## src/hdl/rma_pkg.sv

```systemverilog
// Package for the resource map allocator.
// Holds table geometry, status and mode codes, the entry type and the
// sequencer state type. No dependencies.
package rma_pkg;

    localparam int MAP_ENTRIES = 64;
    localparam int ADDR_W      = 24;
    localparam int IDX_W       = $clog2(MAP_ENTRIES);

    // Largest number of extents the table may hold.
    localparam logic [IDX_W-1:0] MAX_USED = IDX_W'(MAP_ENTRIES - 1);
    localparam logic [ADDR_W-1:0] ADDR_MASK = {ADDR_W{1'b1}};

    // Request modes.
    localparam logic [1:0] MODE_ALLOC    = 2'd0;
    localparam logic [1:0] MODE_FREE     = 2'd1;
    localparam logic [1:0] MODE_ALLOC_AT = 2'd2;
    localparam logic [1:0] MODE_UNUSED   = 2'd3;

    // Result status codes.
    localparam logic [1:0] ST_OK         = 2'd0;
    localparam logic [1:0] ST_NO_FIT     = 2'd1;
    localparam logic [1:0] ST_TABLE_FULL = 2'd2;

    // One free extent of the map.
    typedef struct packed {
        logic [ADDR_W-1:0] start;
        logic [ADDR_W-1:0] len;
    } entry_t;

    // Request operands seen by the compare unit.
    typedef struct packed {
        logic [ADDR_W-1:0] addr;
        logic [ADDR_W-1:0] size;
        logic [ADDR_W:0]   req_end;
    } req_t;

    // Flags and values that the compare unit derives from one entry.
    typedef struct packed {
        logic              len_ge_size;
        logic              len_sub_zero;
        logic [ADDR_W-1:0] len_sub;
        logic [ADDR_W-1:0] start_add;
        logic              start_le_addr;
        logic              addr_lt_start;
        logic              end_le_entry;
        logic              start_eq_addr;
        logic              end_eq_entry;
        logic [ADDR_W-1:0] addr_sub_start;
        logic [ADDR_W-1:0] entry_sub_end;
        logic              end_eq_start;
        logic              entry_end_eq_addr;
    } alu_res_t;

    typedef enum logic [2:0] {
        S_IDLE,
        S_RD,
        S_CHK,
        S_FREE,
        S_SH_RD,
        S_SH_WR,
        S_DONE
    } state_t;

endpackage

```

## src/hdl/rma_ram.sv

```systemverilog
// Extent table storage: one write port and one registered read port.
// Depends on rma_pkg for the entry type and table depth.
module rma_ram
    import rma_pkg::*;
(
    input  logic             clk,
    input  logic             we,
    input  logic [IDX_W-1:0] wr_addr,
    input  entry_t           wr_data,
    input  logic [IDX_W-1:0] rd_addr,
    output entry_t           rd_data
);

    entry_t mem [MAP_ENTRIES];

    // Write port.
    always_ff @(posedge clk)
    begin
        if (we)
        begin
            mem[wr_addr] <= wr_data;
        end
    end

    // Registered read port.
    always_ff @(posedge clk)
    begin
        rd_data <= mem[rd_addr];
    end

endmodule

```

## src/hdl/rma_alu.sv

```systemverilog
// Shared compare and add unit applied to one table entry per step.
// Depends on rma_pkg for the entry, request and result types.
module rma_alu
    import rma_pkg::*;
(
    input  entry_t   entry,
    input  req_t     req,
    output alu_res_t res
);

    logic [ADDR_W:0] entry_end;

    always_comb
    begin
        // End of the extent, one bit wider than an address.
        entry_end             = {1'b0, entry.start} + {1'b0, entry.len};
        res.len_ge_size       = (entry.len >= req.size);
        res.len_sub           = entry.len - req.size;
        res.len_sub_zero      = (entry.len == req.size);
        res.start_add         = entry.start + req.size;
        res.start_le_addr     = (entry.start <= req.addr);
        res.addr_lt_start     = (req.addr < entry.start);
        res.end_le_entry      = (req.req_end <= entry_end);
        res.start_eq_addr     = (entry.start == req.addr);
        res.end_eq_entry      = (req.req_end == entry_end);
        res.addr_sub_start    = req.addr - entry.start;
        res.entry_sub_end     = ADDR_W'(entry_end - req.req_end);
        res.end_eq_start      = (req.req_end == {1'b0, entry.start});
        res.entry_end_eq_addr = (entry_end == {1'b0, req.addr});
    end

endmodule

```

## src/hdl/resource_map_allocator.sv

```systemverilog
// Resource map allocator top level: request sequencer, extent table and
// compare unit. Depends on rma_pkg, rma_ram and rma_alu.
//
// Usage: a request beat (mode, start_addr, length) is taken on the input
// channel when in_valid is high and in_stall is low. Mode 0 allocates
// first fit, mode 1 frees an extent, mode 2 claims a given range. Each
// request gives exactly one result beat (base, status) on the output
// channel, taken when out_valid is high and out_stall is low.
// The block handles one request at a time: in_stall stays high from the
// accepted beat until its result beat has been taken.
// The table is scanned one entry at a time (read, then check), since the
// table RAM has one registered read port, and a join or insert that moves
// entries does a read and then a write for each moved entry. Scanned plus
// moved entries never exceed about 64, even with a full table of 63
// extents, and the next request is taken in the cycle after its result beat.
// While the receiver stalls, the result beat is held steady and no new
// request is taken. Reset empties the table at once through the entry
// count; no clearing pass is needed.
module resource_map_allocator
    import rma_pkg::*;
(
    input  logic              clk,
    input  logic              rst_n,
    input  logic              in_valid,
    output logic              in_stall,
    input  logic [1:0]        mode,
    input  logic [ADDR_W-1:0] start_addr,
    input  logic [ADDR_W-1:0] length,
    output logic              out_valid,
    input  logic              out_stall,
    output logic [ADDR_W-1:0] base,
    output logic [1:0]        status
);

    state_t            state_reg, state_next;
    logic [1:0]        mode_reg, mode_next;
    logic [ADDR_W-1:0] addr_reg, addr_next;
    logic [ADDR_W-1:0] size_reg, size_next;
    logic [ADDR_W:0]   end_reg, end_next;
    logic [IDX_W-1:0]  idx_reg, idx_next;
    logic [IDX_W-1:0]  used_reg, used_next;
    logic              have_prev_reg, have_prev_next;
    logic              pj_reg, pj_next;
    entry_t            prev_reg, prev_next;
    logic              next_valid_reg, next_valid_next;
    logic              nj_reg, nj_next;
    entry_t            nxt_reg, nxt_entry_next;
    logic [IDX_W-1:0]  sh_k_reg, sh_k_next;
    logic [IDX_W-1:0]  sh_tgt_reg, sh_tgt_next;
    logic              sh_ins_reg, sh_ins_next;
    entry_t            ins_reg, ins_next;
    logic [ADDR_W-1:0] base_reg, base_next;
    logic [1:0]        status_reg, status_next;

    logic              ram_we;
    logic [IDX_W-1:0]  ram_wr_addr;
    entry_t            ram_wr_data;
    logic [IDX_W-1:0]  ram_rd_addr;
    entry_t            ram_rd_data;

    req_t              alu_req;
    alu_res_t          alu_res;

    logic [ADDR_W:0]   in_end;
    logic              prev_join;
    logic              next_join;

    rma_ram u_ram (
        .clk     (clk),
        .we      (ram_we),
        .wr_addr (ram_wr_addr),
        .wr_data (ram_wr_data),
        .rd_addr (ram_rd_addr),
        .rd_data (ram_rd_data)
    );

    assign alu_req.addr    = addr_reg;
    assign alu_req.size    = size_reg;
    assign alu_req.req_end = end_reg;

    rma_alu u_alu (
        .entry (ram_rd_data),
        .req   (alu_req),
        .res   (alu_res)
    );

    assign in_stall  = (state_reg != S_IDLE);
    assign out_valid = (state_reg == S_DONE);
    assign base      = base_reg;
    assign status    = status_reg;

    assign in_end    = {1'b0, start_addr} + {1'b0, length};
    assign prev_join = have_prev_reg && pj_reg;
    assign next_join = next_valid_reg && nj_reg;

    // Registers: control state under reset, payload without.
    always_ff @(posedge clk or negedge rst_n)
    begin
        if (!rst_n)
        begin
            state_reg <= S_IDLE;
            used_reg  <= '0;
        end
        else
        begin
            state_reg <= state_next;
            used_reg  <= used_next;
        end
    end

    always_ff @(posedge clk)
    begin
        mode_reg       <= mode_next;
        addr_reg       <= addr_next;
        size_reg       <= size_next;
        end_reg        <= end_next;
        idx_reg        <= idx_next;
        have_prev_reg  <= have_prev_next;
        pj_reg         <= pj_next;
        prev_reg       <= prev_next;
        next_valid_reg <= next_valid_next;
        nj_reg         <= nj_next;
        nxt_reg        <= nxt_entry_next;
        sh_k_reg       <= sh_k_next;
        sh_tgt_reg     <= sh_tgt_next;
        sh_ins_reg     <= sh_ins_next;
        ins_reg        <= ins_next;
        base_reg       <= base_next;
        status_reg     <= status_next;
    end

    // Sequencer: next state, table accesses and result.
    always_comb
    begin
        state_next      = state_reg;
        mode_next       = mode_reg;
        addr_next       = addr_reg;
        size_next       = size_reg;
        end_next        = end_reg;
        idx_next        = idx_reg;
        used_next       = used_reg;
        have_prev_next  = have_prev_reg;
        pj_next         = pj_reg;
        prev_next       = prev_reg;
        next_valid_next = next_valid_reg;
        nj_next         = nj_reg;
        nxt_entry_next  = nxt_reg;
        sh_k_next       = sh_k_reg;
        sh_tgt_next     = sh_tgt_reg;
        sh_ins_next     = sh_ins_reg;
        ins_next        = ins_reg;
        base_next       = base_reg;
        status_next     = status_reg;
        ram_we          = 1'b0;
        ram_wr_addr     = idx_reg;
        ram_wr_data     = ram_rd_data;
        ram_rd_addr     = idx_reg;

        unique case (state_reg)
            S_IDLE:
            begin
                if (in_valid)
                begin
                    mode_next       = mode;
                    addr_next       = start_addr;
                    size_next       = length;
                    end_next        = in_end;
                    idx_next        = '0;
                    have_prev_next  = 1'b0;
                    next_valid_next = 1'b0;
                    base_next       = '0;
                    status_next     = ST_OK;
                    // A freed extent is clipped to the top of the address space.
                    if (mode == MODE_FREE && in_end > {1'b0, ADDR_MASK})
                    begin
                        size_next = ADDR_MASK - start_addr;
                        end_next  = {1'b0, ADDR_MASK};
                    end
                    if (mode == MODE_UNUSED || (mode == MODE_ALLOC_AT && length == '0))
                    begin
                        status_next = ST_NO_FIT;
                        state_next  = S_DONE;
                    end
                    else
                    begin
                        state_next = S_RD;
                    end
                end
            end

            S_RD:
            begin
                ram_rd_addr = idx_reg;
                if (idx_reg == used_reg)
                begin
                    // End of the used part of the table.
                    if (mode_reg == MODE_FREE)
                    begin
                        state_next = S_FREE;
                    end
                    else
                    begin
                        status_next = ST_NO_FIT;
                        state_next  = S_DONE;
                    end
                end
                else
                begin
                    state_next = S_CHK;
                end
            end

            S_CHK:
            begin
                case (mode_reg)
                    MODE_ALLOC:
                    begin
                        if (alu_res.len_ge_size)
                        begin
                            base_next = ram_rd_data.start;
                            if (alu_res.len_sub_zero)
                            begin
                                sh_k_next   = idx_reg;
                                sh_ins_next = 1'b0;
                                state_next  = S_SH_RD;
                            end
                            else
                            begin
                                ram_we      = 1'b1;
                                ram_wr_addr = idx_reg;
                                ram_wr_data = '{start: alu_res.start_add, len: alu_res.len_sub};
                                state_next  = S_DONE;
                            end
                        end
                        else
                        begin
                            idx_next   = idx_reg + 1'b1;
                            state_next = S_RD;
                        end
                    end

                    MODE_FREE:
                    begin
                        if (alu_res.start_le_addr)
                        begin
                            prev_next      = ram_rd_data;
                            have_prev_next = 1'b1;
                            pj_next        = alu_res.entry_end_eq_addr;
                            idx_next       = idx_reg + 1'b1;
                            state_next     = S_RD;
                        end
                        else
                        begin
                            nxt_entry_next  = ram_rd_data;
                            next_valid_next = 1'b1;
                            nj_next         = alu_res.end_eq_start;
                            state_next      = S_FREE;
                        end
                    end

                    default:
                    begin
                        // Claim of a given range.
                        if (alu_res.addr_lt_start)
                        begin
                            status_next = ST_NO_FIT;
                            state_next  = S_DONE;
                        end
                        else if (alu_res.end_le_entry)
                        begin
                            if (alu_res.start_eq_addr)
                            begin
                                if (alu_res.len_sub_zero)
                                begin
                                    sh_k_next   = idx_reg;
                                    sh_ins_next = 1'b0;
                                    state_next  = S_SH_RD;
                                end
                                else
                                begin
                                    ram_we      = 1'b1;
                                    ram_wr_data = '{start: end_reg[ADDR_W-1:0],
                                                    len: alu_res.len_sub};
                                    state_next  = S_DONE;
                                end
                            end
                            else if (!alu_res.end_eq_entry)
                            begin
                                // Split: trim this extent, insert the tail after it.
                                if (used_reg == MAX_USED)
                                begin
                                    status_next = ST_TABLE_FULL;
                                    state_next  = S_DONE;
                                end
                                else
                                begin
                                    ram_we      = 1'b1;
                                    ram_wr_data = '{start: ram_rd_data.start,
                                                    len: alu_res.addr_sub_start};
                                    sh_k_next   = used_reg;
                                    sh_tgt_next = idx_reg + 1'b1;
                                    sh_ins_next = 1'b1;
                                    ins_next    = '{start: end_reg[ADDR_W-1:0],
                                                    len: alu_res.entry_sub_end};
                                    state_next  = S_SH_RD;
                                end
                            end
                            else
                            begin
                                ram_we      = 1'b1;
                                ram_wr_data = '{start: ram_rd_data.start,
                                                len: alu_res.addr_sub_start};
                                state_next  = S_DONE;
                            end
                        end
                        else
                        begin
                            idx_next   = idx_reg + 1'b1;
                            state_next = S_RD;
                        end
                    end
                endcase
            end

            S_FREE:
            begin
                // Join to the extent before, after, both, or insert a new one.
                if (prev_join)
                begin
                    ram_we      = 1'b1;
                    ram_wr_addr = idx_reg - 1'b1;
                    if (next_join)
                    begin
                        ram_wr_data = '{start: prev_reg.start,
                                        len: prev_reg.len + size_reg + nxt_reg.len};
                        sh_k_next   = idx_reg;
                        sh_ins_next = 1'b0;
                        state_next  = S_SH_RD;
                    end
                    else
                    begin
                        ram_wr_data = '{start: prev_reg.start, len: prev_reg.len + size_reg};
                        state_next  = S_DONE;
                    end
                end
                else if (next_join)
                begin
                    ram_we      = 1'b1;
                    ram_wr_data = '{start: nxt_reg.start - size_reg,
                                    len: nxt_reg.len + size_reg};
                    state_next  = S_DONE;
                end
                else if (size_reg == '0)
                begin
                    state_next = S_DONE;
                end
                else if (used_reg == MAX_USED)
                begin
                    status_next = ST_TABLE_FULL;
                    state_next  = S_DONE;
                end
                else
                begin
                    sh_k_next   = used_reg;
                    sh_tgt_next = idx_reg;
                    sh_ins_next = 1'b1;
                    ins_next    = '{start: addr_reg, len: size_reg};
                    state_next  = S_SH_RD;
                end
            end

            S_SH_RD:
            begin
                if (sh_ins_reg)
                begin
                    // Move entries up from the end; then place the new entry.
                    ram_rd_addr = sh_k_reg - 1'b1;
                    if (sh_k_reg == sh_tgt_reg)
                    begin
                        ram_we      = 1'b1;
                        ram_wr_addr = sh_tgt_reg;
                        ram_wr_data = ins_reg;
                        used_next   = used_reg + 1'b1;
                        state_next  = S_DONE;
                    end
                    else
                    begin
                        state_next = S_SH_WR;
                    end
                end
                else
                begin
                    // Move entries down over the dropped one.
                    ram_rd_addr = sh_k_reg + 1'b1;
                    if ({1'b0, sh_k_reg} + 1'b1 >= {1'b0, used_reg})
                    begin
                        used_next  = used_reg - 1'b1;
                        state_next = S_DONE;
                    end
                    else
                    begin
                        state_next = S_SH_WR;
                    end
                end
            end

            S_SH_WR:
            begin
                ram_we      = 1'b1;
                ram_wr_addr = sh_k_reg;
                ram_wr_data = ram_rd_data;
                if (sh_ins_reg)
                begin
                    sh_k_next = sh_k_reg - 1'b1;
                end
                else
                begin
                    sh_k_next = sh_k_reg + 1'b1;
                end
                state_next = S_SH_RD;
            end

            S_DONE:
            begin
                if (!out_stall)
                begin
                    state_next = S_IDLE;
                end
            end

            default:
            begin
                state_next = S_IDLE;
            end
        endcase
    end

endmodule
```

## config.mk

```make
export PLATFORM = sky130hd
export DESIGN_NAME = resource_map_allocator
export DESIGN_NICKNAME = d
export VERILOG_FILES = /design/src/hdl/rma_pkg.sv /design/src/hdl/rma_ram.sv /design/src/hdl/rma_alu.sv /design/src/hdl/resource_map_allocator.sv
export SDC_FILE = /design/constraint.sdc
export NUM_CORES = 2
export LEC_CHECK = 0
export ABC_CLOCK_PERIOD_IN_PS = 12750
export BUFFER_PORTS_ARGS = -buffer_cell sky130_fd_sc_hd__buf_2
export CAP_MARGIN = 20
export CORE_MARGIN = 5
export CORE_UTILIZATION = 55
export CTS_CLUSTER_DIAMETER = 80
export CTS_CLUSTER_SIZE = 30
export DETAILED_ROUTE_END_ITERATION = 12
export PLACE_DENSITY = 0.71
export SETUP_SLACK_MARGIN = 0.15
export SLEW_MARGIN = 20
export SYNTH_ARGS = -nofsm -noshare
export SYNTH_HDL_FRONTEND = slang
export SYNTH_SLANG_ARGS = --single-unit
```

## constraint.sdc

```tcl
create_clock -name clk -period 12.75 [get_ports clk]
set_clock_uncertainty 0.15 [all_clocks]
set_input_delay 0 -clock clk [delete_from_list [all_inputs] [get_ports clk]]
set_output_delay 0 -clock clk [all_outputs]
set_load 0.01 [all_outputs]
```

==> qor.yml <==
worst_setup_path:
  cp.arrival_ns: 9.93
  crit_required_ns: 13.12
  path_cells: "ha_1, and3_1, a21boi_1, o41a_1, a211oi_2, o41ai_2, o21ai_1, o21ai_1, o211ai_1, nand2b_1, a21oi_1, xor2_1, ha_1, nand4_1, nor3_1, nand3_1, a21boi_2, nor3b_4, buf_4, a41oi_1, a21boi_2, nand2_1, nor2_4, buf_4"
  critical_path_class: "flop to flop"
  crit_fanout: 25
  start_kind: "flop"
  end_kind: "flop"
  cpPeakStageDelay_ns: 1.05
  crit_slowest_cell: "nor2_4"
yosys:
  syn_inst: 8548
  ys_seq_area_share_pct: 69.0
  synthesis.nets: 8890
  ys_types: 100
  synth_warnings: 0
  ys_seq_elements: 3397
  syn-mean-instance-area_sq_um: 17.2
  syn_area_sq_um: 147000
  synth_ff_type: "edfxtp_1"
  synth_edf_count: 3340
  async_reset_ff_share_pct: 0.265
global_route:
  overflow: 0
  grt_usage_pct: 30.5
  grt_max_degree: 140
  antenna_found_initial: 26
  grt_pass1_vias: 81698
  grt_pass1_wl_mm: 604
route:
  routed_wl_mm: 429
  route.detailed.drc: 0
  wl_per_cell_microns: 34.7
  antenna_left: 0
  drt_iter0_markers: 12014
  first_pass_iters: 6
  viasPerCell: 6.82
  num_vias: 84178
floorplan:
  die_h_microns: 527
  initial_core_util_pct: 55.4
  die_w_microns: 527
  dieArea_sq_um: 278000
  coreArea_sq_um: 266000
  ioPinCount: 82
  std_cell_rows: 189
worst_hold_path:
  hold_path.class: "input port to async pin"
layout:
  area_growth_pct: 8.65
  top_register: "u_ram.mem"
  fin_nets: 9061
  register_area_sq_um: 101000
  stdcell_area_sq_um: 160000
  multi_input_area_sq_um: 44300
  fill_cells: 19114
  layout_common_cells: "3340 x edfxtp_1, 777 x mux4_2, 511 x a21oi_1"
  drive_above_1_share_pct: 17.7
  layout_commonest_cell: "edfxtp_1"
  largest_reg_flops: 3072
timing:
  rsz0062_at_grt: "no"
  max_freq_ghz: 0.105
  relSlewSlack_pct: 17.5
  slew_viol_final: 0
  finalCriticalPeriod_ns: 9.56
  finalSetupViolations: 0
  tightest_slew_ns: 1.23
  finalSetupTns_ns: 0
  fin_ws_ns: 3.19
  hold_viol_final: 0
  timing.final.crit_share_pct: 75.0
flow_run:
  maxCapViolCount: 0
clocking:
  cts_sinks: 3397
  clk_pin_slew_worst_paths_ns: 0.10
  postCtsSetupRepairBufs: 0
  cts_tree: "yes"
  cts_inserted_buffers: 157
  cts_root_buf: "clkbuf_16"
  cts_buffer_depth: 3
  insertion_delay_ns: 0.87
  cts_max_level: 4
placement:
  io_buffer_count: 81
  placed_cell_area_sq_um: 153000
  gp_congestion: 1.01
  place_ws_ns: 3.25
  hpwl_mm: 272
outcome:
  status: "completed"
[cell families after synthesis]
| logic type | synth area share, % |
|---|---|
| xor gates and xnor gates | 1.61 |
| AOI/OAI and AO/OA | 7.45 |
| adders and majority gates | 2.51 |
| buffers and inverters | 1.66 |
| muxes | 13.6 |
| and+or+nand+nor | 4.18 |
| DFF | 69.0 |
[final cells by class]
cell class              instances  area share, %
multi-input cells            4535           27.7
well taps                    3533           2.77
flip-flops and latches       3397           63.5
repair buffers                458           2.33
inverters                     170          0.399
clock inverters                82          0.704
diodes                          6        0.00940
clock buffers                 169           2.53
[per-stage QoR]
step	instances	utilization, %	hold slack (ns)
floorplan	8548	-	-0.446
global placement	11974	57.7	-0.259
detailed placement	11980	57.8	-0.252
CTS	12340	60.1	0.00549
global route	12346	60.2	0.0562
finish	12350	60.2	0.0453
[final timing paths]
kind,slack [ns],start,end,depth (start not counted)
worst min register to register,0.43,u_ram.rd_data[26],nxt_reg[26],0
worst max register to register,3.19,u_ram.rd_data[3],u_ram.mem[61][19],24
worst max-delay path,3.19,u_ram.rd_data[3],u_ram.mem[61][19],24
max in group asynchronous,12.08,rst_n,used_reg[1],3
min in group clk,0.06,start_addr[1],end_reg[1],4
worst min-delay path,0.05,rst_n,used_reg[0],3
[metal layers]
| metal | global-route usage [%] | vias up | wire length (microns) |
|---|---|---|---|
| met1 | 42.1 | 43569 | 162000 |
| met3 | 7.82 | 843 | 46600 |
| li1 | - | 34812 | - |
| met5 | 0 | - | 203 |
| met4 | 13.3 | 6 | 23300 |
| met2 | 46.4 | 4948 | 197000 |
[cell usage after synthesis, drive strengths merged (10+ instances only)]
cell type | count | area [sq um]
edfxtp | 3340 | 100000
nand2b | 42 | 263
a211o | 14 | 123
o21a | 33 | 248
or3 | 24 | 150
dfxtp | 48 | 961
xnor2 | 158 | 1380
mux4 | 777 | 17500
nand3 | 63 | 315
nor4 | 30 | 203
or4 | 12 | 93.8
mux2i | 239 | 2390
nor3 | 61 | 322
nor2b | 221 | 1380
o21bai | 24 | 180
o21ai | 264 | 1320
o22ai | 27 | 169
a31oi | 43 | 269
o221ai | 28 | 251
o211ai | 42 | 315
fa | 12 | 240
nand4 | 34 | 213
buf | 172 | 780
ha | 276 | 3450
a2111oi | 12 | 111
a31o | 11 | 96.3
or2 | 19 | 119
a211oi | 375 | 2820
nor2 | 336 | 1260
a21o | 129 | 968
and3 | 21 | 131
a221oi | 17 | 149
nand2 | 356 | 1350
o31ai | 17 | 128
a221o | 10 | 100
a22oi | 17 | 128
xor2 | 113 | 990
a21oi | 526 | 2640
and2 | 21 | 131
a21boi | 10 | 86.3
inv | 170 | 638
clkbuf | 274 | 1030
[critical path, delay by kind of cell, from the launching register on]
kind,cells,cell delay [ns]
buffers and inverters,2,0.76
adder cells (fa/ha/maj),2,0.68
flip-flops,1,0.61
AO/OA/AOI/OAI,11,3.06
AND/OR/NAND/NOR,8,3.70
XOR/XNOR,1,0.16
[what timing repair did]
item | in CTS | in global routing
endpoints found under the hold margin | 124 | 0
resized for setup | 0 | 0
hold buffers | 109 | 0
Power is left out: the tool's default activity adds up to more than one toggle a clock period on the data nets, which glitch-free logic cannot reach.
